### config.mk
export PLATFORM = sky130hd
export DESIGN_NAME = websocket_frame_deframer
export DESIGN_NICKNAME = d
export VERILOG_FILES = /design/src/design/wsd_pkg.sv /design/src/design/wsd_parser.sv /design/src/design/wsd_out_buf.sv /design/src/design/websocket_frame_deframer.sv
export SDC_FILE = /design/constraint.sdc
export NUM_CORES = 1
export LEC_CHECK = 0
export BUFFER_PORTS_ARGS = -buffer_cell sky130_fd_sc_hd__buf_4
export CAP_MARGIN = 20
export CORE_MARGIN = 2
export CORE_UTILIZATION = 55
export CTS_CLUSTER_DIAMETER = 120
export DETAILED_ROUTE_END_ITERATION = 12
export PLACE_DENSITY = 0.81
export SKIP_LAST_GASP = 1
export SLEW_MARGIN = 20
export SYNTH_ARGS = -nofsm -noshare
export SYNTH_HDL_FRONTEND = slang
export SYNTH_SLANG_ARGS = --single-unit
### constraint.sdc
create_clock -name clk_i -period 4.51 [get_ports clk_i]
set_clock_uncertainty 0.2 [all_clocks]
set_input_delay 0.6765 -clock clk_i [delete_from_list [all_inputs] [get_ports clk_i]]
set_output_delay 0.6765 -clock clk_i [all_outputs]
set_load 0.03 [all_outputs]
### src/design/wsd_pkg.sv
package wsd_pkg;

  localparam int unsigned LenW = 21;
  localparam logic [LenW-1:0] CapReset = 21'd1048576;

  localparam logic [3:0] OpText  = 4'h1;
  localparam logic [3:0] OpClose = 4'h8;
  localparam logic [3:0] OpPing  = 4'h9;

  localparam logic [6:0] Len7Ext16 = 7'd126;
  localparam logic [6:0] Len7Ext64 = 7'd127;

  // Remaining extended length bytes after the current one
  localparam logic [2:0] ExtLeft16 = 3'd1;
  localparam logic [2:0] ExtLeft64 = 3'd7;
  localparam logic [1:0] KeyLeft   = 2'd3;

  typedef enum logic [2:0] {
    PH_HDR0,
    PH_HDR1,
    PH_EXTLEN,
    PH_KEY,
    PH_PAYLOAD,
    PH_ENDED
  } phase_e;

  typedef enum logic [1:0] {
    RK_BYTE  = 2'd0,
    RK_EMPTY = 2'd1,
    RK_ENDED = 2'd2
  } result_kind_e;

  typedef enum logic {
    END_CLOSE = 1'b0,
    END_CAP   = 1'b1
  } end_reason_e;

  typedef struct packed {
    end_reason_e  end_reason;
    logic         last_of_frame;
    logic         frame_kind;
    logic [7:0]   data_byte;
    result_kind_e result_kind;
  } result_t;

endpackage

### src/design/wsd_parser.sv
module wsd_parser #(
  parameter int unsigned POSITION_WIDTH = 21
) (
  input  logic                          clk_i,
  input  logic                          rst_ni,
  input  logic                          step_i,
  input  logic [7:0]                    rx_byte_i,
  input  logic [wsd_pkg::LenW-1:0]      cap_i,
  output logic                          res_valid_o,
  output wsd_pkg::result_t              res_o
);

  localparam int unsigned CmpW =
    (POSITION_WIDTH + 1 > wsd_pkg::LenW) ? POSITION_WIDTH + 1 : wsd_pkg::LenW;

  wsd_pkg::phase_e             phase_q, phase_d;
  logic [3:0]                  opcode_q, opcode_d;
  logic                        mask_q, mask_d;
  logic [2:0]                  len_cnt_q, len_cnt_d;
  logic [wsd_pkg::LenW-1:0]    len_q, len_d;
  logic                        ovf_q, ovf_d;
  logic [31:0]                 key_q, key_d;
  logic [1:0]                  key_cnt_q, key_cnt_d;
  logic [POSITION_WIDTH-1:0]   pos_q, pos_d;

  logic                        len_done;
  logic                        key_done;
  logic [POSITION_WIDTH:0]     pos_inc;
  logic [CmpW-1:0]             cmp_pos;
  logic [CmpW-1:0]             cmp_len;
  logic                        last;
  logic [7:0]                  key_byte;
  logic [7:0]                  data;
  logic                        is_text_ping;

  assign is_text_ping = (opcode_q == wsd_pkg::OpText) || (opcode_q == wsd_pkg::OpPing);
  assign pos_inc      = {1'b0, pos_q} + 1'b1;
  assign cmp_pos      = CmpW'(pos_inc);
  assign cmp_len      = CmpW'(len_q);
  assign last         = cmp_pos >= cmp_len;

  // First key byte received sits in the top bits and serves slot 0
  always_comb begin
    unique case (pos_q[1:0])
      2'd0:    key_byte = key_q[31:24];
      2'd1:    key_byte = key_q[23:16];
      2'd2:    key_byte = key_q[15:8];
      default: key_byte = key_q[7:0];
    endcase
  end

  assign data = rx_byte_i ^ (mask_q ? key_byte : 8'h00);

  always_comb begin
    phase_d     = phase_q;
    opcode_d    = opcode_q;
    mask_d      = mask_q;
    len_cnt_d   = len_cnt_q;
    len_d       = len_q;
    ovf_d       = ovf_q;
    key_d       = key_q;
    key_cnt_d   = key_cnt_q;
    pos_d       = pos_q;
    len_done    = 1'b0;
    key_done    = 1'b0;
    res_valid_o = 1'b0;
    res_o       = '{end_reason: wsd_pkg::END_CLOSE, last_of_frame: 1'b0,
                    frame_kind: 1'b0, data_byte: 8'h00,
                    result_kind: wsd_pkg::RK_BYTE};

    unique case (phase_q)
      wsd_pkg::PH_HDR0: begin
        opcode_d = rx_byte_i[3:0];
        phase_d  = wsd_pkg::PH_HDR1;
      end
      wsd_pkg::PH_HDR1: begin
        mask_d = rx_byte_i[7];
        key_d  = '0;
        ovf_d  = 1'b0;
        if (rx_byte_i[6:0] == wsd_pkg::Len7Ext16 ||
            rx_byte_i[6:0] == wsd_pkg::Len7Ext64) begin
          len_cnt_d = (rx_byte_i[6:0] == wsd_pkg::Len7Ext16) ? wsd_pkg::ExtLeft16
                                                             : wsd_pkg::ExtLeft64;
          len_d     = '0;
          phase_d   = wsd_pkg::PH_EXTLEN;
        end else begin
          len_d    = wsd_pkg::LenW'(rx_byte_i[6:0]);
          len_done = 1'b1;
        end
      end
      wsd_pkg::PH_EXTLEN: begin
        // Keep the low bits; anything shifted out only matters as overflow
        ovf_d     = ovf_q | (|len_q[wsd_pkg::LenW-1:wsd_pkg::LenW-8]);
        len_d     = {len_q[wsd_pkg::LenW-9:0], rx_byte_i};
        len_cnt_d = len_cnt_q - 1'b1;
        len_done  = (len_cnt_q == '0);
      end
      wsd_pkg::PH_KEY: begin
        key_d     = {key_q[23:0], rx_byte_i};
        key_cnt_d = key_cnt_q - 1'b1;
        key_done  = (key_cnt_q == '0);
      end
      wsd_pkg::PH_PAYLOAD: begin
        pos_d = pos_inc[POSITION_WIDTH-1:0];
        if (last) begin
          phase_d = wsd_pkg::PH_HDR0;
          pos_d   = '0;
        end
        if (last && opcode_q == wsd_pkg::OpClose) begin
          phase_d               = wsd_pkg::PH_ENDED;
          res_valid_o           = 1'b1;
          res_o.result_kind     = wsd_pkg::RK_ENDED;
          res_o.end_reason      = wsd_pkg::END_CLOSE;
        end else if (is_text_ping) begin
          res_valid_o         = 1'b1;
          res_o.result_kind   = wsd_pkg::RK_BYTE;
          res_o.data_byte     = data;
          res_o.frame_kind    = (opcode_q == wsd_pkg::OpPing);
          res_o.last_of_frame = last;
        end
      end
      default: begin
      end
    endcase

    // Length known: cap check, then key phase, or (unmasked) payload start or frame end
    if (len_done) begin
      if (ovf_d || len_d > cap_i) begin
        phase_d           = wsd_pkg::PH_ENDED;
        res_valid_o       = 1'b1;
        res_o.result_kind = wsd_pkg::RK_ENDED;
        res_o.end_reason  = wsd_pkg::END_CAP;
      end else if (mask_d) begin
        key_cnt_d = wsd_pkg::KeyLeft;
        phase_d   = wsd_pkg::PH_KEY;
      end else begin
        key_done = 1'b1;
      end
    end

    if (key_done) begin
      pos_d = '0;
      if (len_d != '0) begin
        phase_d = wsd_pkg::PH_PAYLOAD;
      end else if (opcode_q == wsd_pkg::OpClose) begin
        phase_d           = wsd_pkg::PH_ENDED;
        res_valid_o       = 1'b1;
        res_o.result_kind = wsd_pkg::RK_ENDED;
        res_o.end_reason  = wsd_pkg::END_CLOSE;
      end else begin
        phase_d = wsd_pkg::PH_HDR0;
        if (is_text_ping) begin
          res_valid_o         = 1'b1;
          res_o.result_kind   = wsd_pkg::RK_EMPTY;
          res_o.frame_kind    = (opcode_q == wsd_pkg::OpPing);
          res_o.last_of_frame = 1'b1;
        end
      end
    end

    if (!step_i) begin
      res_valid_o = 1'b0;
    end
  end

  always_ff @(posedge clk_i or negedge rst_ni) begin
    if (!rst_ni) begin
      phase_q   <= wsd_pkg::PH_HDR0;
      opcode_q  <= '0;
      mask_q    <= 1'b0;
      len_cnt_q <= '0;
      len_q     <= '0;
      ovf_q     <= 1'b0;
      key_q     <= '0;
      key_cnt_q <= '0;
      pos_q     <= '0;
    end else if (step_i) begin
      phase_q   <= phase_d;
      opcode_q  <= opcode_d;
      mask_q    <= mask_d;
      len_cnt_q <= len_cnt_d;
      len_q     <= len_d;
      ovf_q     <= ovf_d;
      key_q     <= key_d;
      key_cnt_q <= key_cnt_d;
      pos_q     <= pos_d;
    end
  end

endmodule

### src/design/wsd_out_buf.sv
module wsd_out_buf (
  input  logic             clk_i,
  input  logic             rst_ni,
  input  logic             step_i,
  input  logic             res_valid_i,
  input  wsd_pkg::result_t res_i,
  output logic             advance_o,
  output logic             m_axis_tvalid,
  input  logic             m_axis_tready,
  output logic [7:0]       m_axis_tdata,  // [7:0] data_byte
  output logic [3:0]       m_axis_tuser,  // [1:0] result_kind, [2] frame_kind, [3] end_reason
  output logic             m_axis_tlast
);

  logic             valid_q, valid_d;
  wsd_pkg::result_t res_q;

  assign advance_o = !valid_q || m_axis_tready;

  always_comb begin
    valid_d = valid_q;
    if (step_i) begin
      valid_d = res_valid_i;
    end else if (m_axis_tready) begin
      valid_d = 1'b0;
    end
  end

  always_ff @(posedge clk_i or negedge rst_ni) begin
    if (!rst_ni) begin
      valid_q <= 1'b0;
    end else begin
      valid_q <= valid_d;
    end
  end

  always_ff @(posedge clk_i) begin
    if (step_i && res_valid_i) begin
      res_q <= res_i;
    end
  end

  assign m_axis_tvalid = valid_q;
  assign m_axis_tdata  = res_q.data_byte;
  assign m_axis_tuser  = {res_q.end_reason, res_q.frame_kind, res_q.result_kind};
  assign m_axis_tlast  = res_q.last_of_frame;

endmodule

### src/design/websocket_frame_deframer.sv
// WebSocket receive-side frame parser.
// Slave stream: one link byte per beat on s_axis_tdata. Master stream: at most
// one result per byte: a text or ping payload byte (unmasked), an empty-frame
// marker, or a session-ended marker; tlast flags the final byte of a frame.
// Config channel: cfg_data_i writes the payload length cap; write it only while
// the block is idle. Frames longer than the cap end the session.
// Path: a byte accepted on the slave side is held in the input register, and its
// result is written to the result register when that register can take it.
// Throughput: one byte per cycle while the master side takes results; the per-byte
// parse step is a single state update between the input register and the result register.
// Reset: returns to expecting the first header byte, cap = 1048576, both
// stages empty. After a close frame or a cap violation the block swallows
// every byte with no result until the next reset.
// Stall: when the master side stalls, the result register holds its beat; the
// input register still takes one more byte, then s_axis_tready drops until the
// result is taken. A byte that gives no result also waits in the input
// register while a beat is held.
module websocket_frame_deframer #(
  parameter int unsigned POSITION_WIDTH = 21
) (
  input  logic                     clk_i,
  input  logic                     rst_ni,
  input  logic                     s_axis_tvalid,
  output logic                     s_axis_tready,
  input  logic [7:0]               s_axis_tdata,  // [7:0] rx_byte
  output logic                     m_axis_tvalid,
  input  logic                     m_axis_tready,
  output logic [7:0]               m_axis_tdata,  // [7:0] data_byte
  output logic [3:0]               m_axis_tuser,  // [1:0] result_kind, [2] frame_kind, [3] end_reason
  output logic                     m_axis_tlast,
  input  logic                     cfg_valid_i,
  output logic                     cfg_ready_o,
  input  logic [wsd_pkg::LenW-1:0] cfg_data_i
);

  logic                     in_valid_q, in_valid_d;
  logic [7:0]               in_byte_q;
  logic                     advance;
  logic                     step;
  logic [wsd_pkg::LenW-1:0] cap_q;
  logic                     res_valid;
  wsd_pkg::result_t         res;

  // Parse the held byte whenever the result register can take its outcome
  assign step          = in_valid_q && advance;
  assign s_axis_tready = !in_valid_q || advance;
  assign cfg_ready_o   = 1'b1;

  always_comb begin
    in_valid_d = in_valid_q;
    if (s_axis_tvalid && s_axis_tready) begin
      in_valid_d = 1'b1;
    end else if (advance) begin
      in_valid_d = 1'b0;
    end
  end

  always_ff @(posedge clk_i or negedge rst_ni) begin
    if (!rst_ni) begin
      in_valid_q <= 1'b0;
      cap_q      <= wsd_pkg::CapReset;
    end else begin
      in_valid_q <= in_valid_d;
      if (cfg_valid_i) begin
        cap_q <= cfg_data_i;
      end
    end
  end

  // Hold the byte; payload register needs no reset
  always_ff @(posedge clk_i) begin
    if (s_axis_tvalid && s_axis_tready) begin
      in_byte_q <= s_axis_tdata;
    end
  end

  wsd_parser #(
    .POSITION_WIDTH(POSITION_WIDTH)
  ) u_parser (
    .clk_i      (clk_i),
    .rst_ni     (rst_ni),
    .step_i     (step),
    .rx_byte_i  (in_byte_q),
    .cap_i      (cap_q),
    .res_valid_o(res_valid),
    .res_o      (res)
  );

  wsd_out_buf u_out_buf (
    .clk_i        (clk_i),
    .rst_ni       (rst_ni),
    .step_i       (step),
    .res_valid_i  (res_valid),
    .res_i        (res),
    .advance_o    (advance),
    .m_axis_tvalid(m_axis_tvalid),
    .m_axis_tready(m_axis_tready),
    .m_axis_tdata (m_axis_tdata),
    .m_axis_tuser (m_axis_tuser),
    .m_axis_tlast (m_axis_tlast)
  );

endmodule
==> results.toml <==
[global_route]
overflow = 0
grt_use_total_pct = 26.6
grt_pass1_vias = 6165
grt_antenna_before_repair = 0
grt_pass1_wl_um = 30400
grt_start_max_net_pins = 65

[power_and_ir_drop]
combPwrFrac_pct = 34.5
pwr-share-clk_pct = 30.7
p_int_mw = 3.04
switchingPower_mw = 1.82
leakagePower_nw = 3.99
power_frac_seq_pct = 34.8
sw_frac_of_total_pct = 37.5
power_density_nw_per_um2 = 547
ir_drop_uv = 447
total_power_mw = 4.86

[clocking]
clk_pin_slew_worst_paths_ns = 0.06
cts_max_level = 4
numCtsBuffers = 17
clock-root-buffer = "clkbuf_16"
cts_tree = "built"
clkLatencyLatePin_ns = 0.43
clkSinkCount = 132
post_cts_buffers = 0
cts_buffer_depth = 2

[synth]
async_reset_ff_share_pct = 84.1
ys_seq_elements = 132
synth_fa_ha_area_share_pct = 8.05
synth_edf_count = 21
seq_area_frac_synth_pct = 44.8
synth_ff_type = "dfrtp_1"
synth-xor-area-share_pct = 2.99
yosysMostFrequentCell = "nand2_1"
synth_simple_gate_area_share_pct = 19.5
synth.largest_area_cell = "dfrtp_1"
synth_compound_area_share_pct = 18.3
syn_area_um2 = 7610
synth_area_leaders = "dfrtp_1 (36%), nand2_1 (8.8%), edfxtp_1 (8.3%), ha_1 (8.1%), o21ai_0 (6.0%)"
muxShareOfSynthArea_pct = 1.00
synth_cell_types = 66
synthTopCellsByCount = "nand2_1 (179), dfrtp_1 (110), o21ai_0 (92)"
synth-warning-count = 0
synth_top_area_share_pct = 36.2
syn_nets = 931
synth_cells = 848
avgSynthCellArea_um2 = 8.98
synth_top_family_by_area = "simple AND/OR/NAND/NOR gates"

[worst_setup_path]
worstPathArrival_ns = 4.07
critical_path_required_ns = 4.46
critPathMaxFanout = 16
start_kind = "register"
path_buf_inv = 0
critPathKind = "register to register"
reg2reg_depth = 13
cp-end-kind = "register"
crit_chain = "nand2b_1, a21o_1, nand2_1, o21ai_0, ha_1, and4_1, nand4_1, a211o_1, nand3_1, a21oi_4, or2_2, a211oi_1, nor2_4"
path_delay_family = "simple AND/OR/NAND/NOR gates"
crit_slowest_cell = "dfrtp_1"
critical_path_depth = 13
critical-path-max-stage-delay_ns = 0.52

[placement]
port_buffers = 48
gp_congestion = 0.900
dp_hpwl_um = 12700

[cells_and_area]
multiInputGateArea_um2 = 3810
fill_cells = 1073
seqCellArea_um2 = 3410
area_growth_pct = 16.7
antennaDiodeCount = 0
final_net_count = 984
utilization_pct = 66.3
layout-drive-gt1-share_pct = 14.9

[timing]
layout_min_cycle_time_ns = 4.13
final_max_slew_viol_count = 0
finalCritPeriodShare_pct = 91.5
fmax_ghz = 0.242
finalSetupViolCount = 0
slew_headroom_pct = 36.0
hold_viol_final = 0
tightest_slew_ns = 0.960

[floorplan]
die_area_um2 = 14800
rows = 42
start_util_pct = 56.8
top_level_ports = 50
die_h_um = 122
core_um2 = 13400
dieWidth_um = 122

[detailed_routing]
wl_met3_um = 1130
drtPass1Iterations = 6
drc = 0
ant_nets = 0
wl_met1_um = 8000
vias_per_cell = 5.89
wire_per_inst_um = 16.8
first_iter_violations = 549
met2RoutedLength_um = 8760
drt-total-wl_um = 18300
vias = 6425
highest_layer = "met4"

[job]
cap_violations = 0

[worst_hold_path]
hp-class = "primary input to async pin"

[run_status]
outcome = "finished clean"
-- flip-flops by register name, summed over array words and instances, names as in the netlist --
signal                   cells
u_out_buf.m_axis_tuser       4
u_out_buf.m_axis_tdata       8
in_byte_q                    8
u_parser.key_cnt_q           2
u_parser.phase_q             3
u_parser.pos_q              21
in_valid_q                   1
u_parser.len_cnt_q           3
u_parser.ovf_q               1
cap_q                       21
u_parser.key_q              32
u_parser.opcode_q            4
u_out_buf.m_axis_tlast       1
u_parser.len_q              21
u_out_buf.m_axis_tvalid      1
u_parser.mask_q              1
-- power groups by stage --
stage | registers (mW) | logic, mW | clock network (mW)
after global placement | 1.69 | 1.59 | 0
after floorplan | 1.60 | 1.24 | 0
after global routing | 1.72 | 1.87 | 1.56
final | 1.69 | 1.68 | 1.49
after detailed placement | 1.69 | 1.63 | 0
after CTS | 1.68 | 1.66 | 1.50
-- worst paths after layout --
check	startpoint	slack (ns)	endpoint
max	u_parser.phase_q[0]	0.38	u_out_buf.m_axis_tdata[2]
max in group asynchronous	rst_ni	3.10	u_parser.key_q[12]
max reg2reg	u_parser.phase_q[0]	0.38	u_out_buf.m_axis_tdata[2]
min in group clk_i	s_axis_tdata[4]	0.23	in_byte_q[4]
min reg2reg	u_parser.len_cnt_q[1]	0.28	u_parser.len_cnt_q[1]
min	rst_ni	0.07	cap_q[18]
-- cell usage in the layout (no fill, tap or decap), types with 4 or more instances in the layout --
cell,synthesis,final
nor4_1,8,8
and2_1,7,7
a221o_1,5,5
and4_1,6,6
edfxtp_1,21,21
xor2_1,14,14
bufinv_16,0,4
o211ai_1,9,9
clkbuf_16,0,17
a211oi_1,5,5
o22ai_1,8,8
nand4_1,6,6
nand2b_1,14,14
ha_1,49,49
buf_4,2,77
inv_1,61,61
mux2_2,5,5
o21ai_0,92,92
a222oi_1,9,9
nor3_1,4,4
xnor2_1,12,12
a21oi_1,26,26
dfrtp_1,110,110
nor2_1,41,40
and3_1,5,5
inv_6,0,4
a22o_1,23,23
o21ai_1,8,8
nand3_1,19,19
nand2_1,179,179
o31ai_1,4,4
-- per-layer routing --
metal	vias to the layer above	track usage (%)
met5	-	0
met4	0	9.91
met3	47	6.60
met2	236	42.8
met1	3072	35.0
li1	3070	-
-- through the flow --
step	std cells	TNS (ns)	hold WS [ns]	cell area [um2]	setup slack, ns
3_5_place_dp	1058	-0.0411	0.267	8240	-0.00349
2_1_floorplan	848	0	0.181	7610	0.362
6_report	1090	0	0.0702	8880	0.382
5_1_grt	1090	-0.0955	0.115	8880	-0.0104
4_1_cts	1090	0	0.0853	8880	0.288
3_3_place_gp	1058	0	0.261	8240	0.251
-- what timing repair did --
action                                  in CTS  in global routing
cloned                                       0                  0
endpoints found under the setup margin      13                 13
gates resized for setup                      1                  1
hold buffers                                 0                  0
-- cell families (layout without fill, tap and decap cells) --
| group | after synthesis | in the layout |
|---|---|---|
| simple gates | 314 | 314 |
| compound gates | 215 | 215 |
| flops | 132 | 132 |
| buf+inv | 104 | 170 |
| fa+ha+maj | 49 | 49 |
| xor+xnor | 26 | 26 |
| mux | 7 | 7 |
| other cells | 1 | 1 |
-- layout make-up --
type / count / share of cell area, %
clock buffer: 18 / 4.94
clock inverter: 14 / 2.23
inverter: 61 / 2.58
multi-input combinational: 612 / 42.9
sequential: 132 / 38.4
tap: 176 / 2.48
timing repair buffer: 77 / 6.51
(Power assumes the default switching activity.)
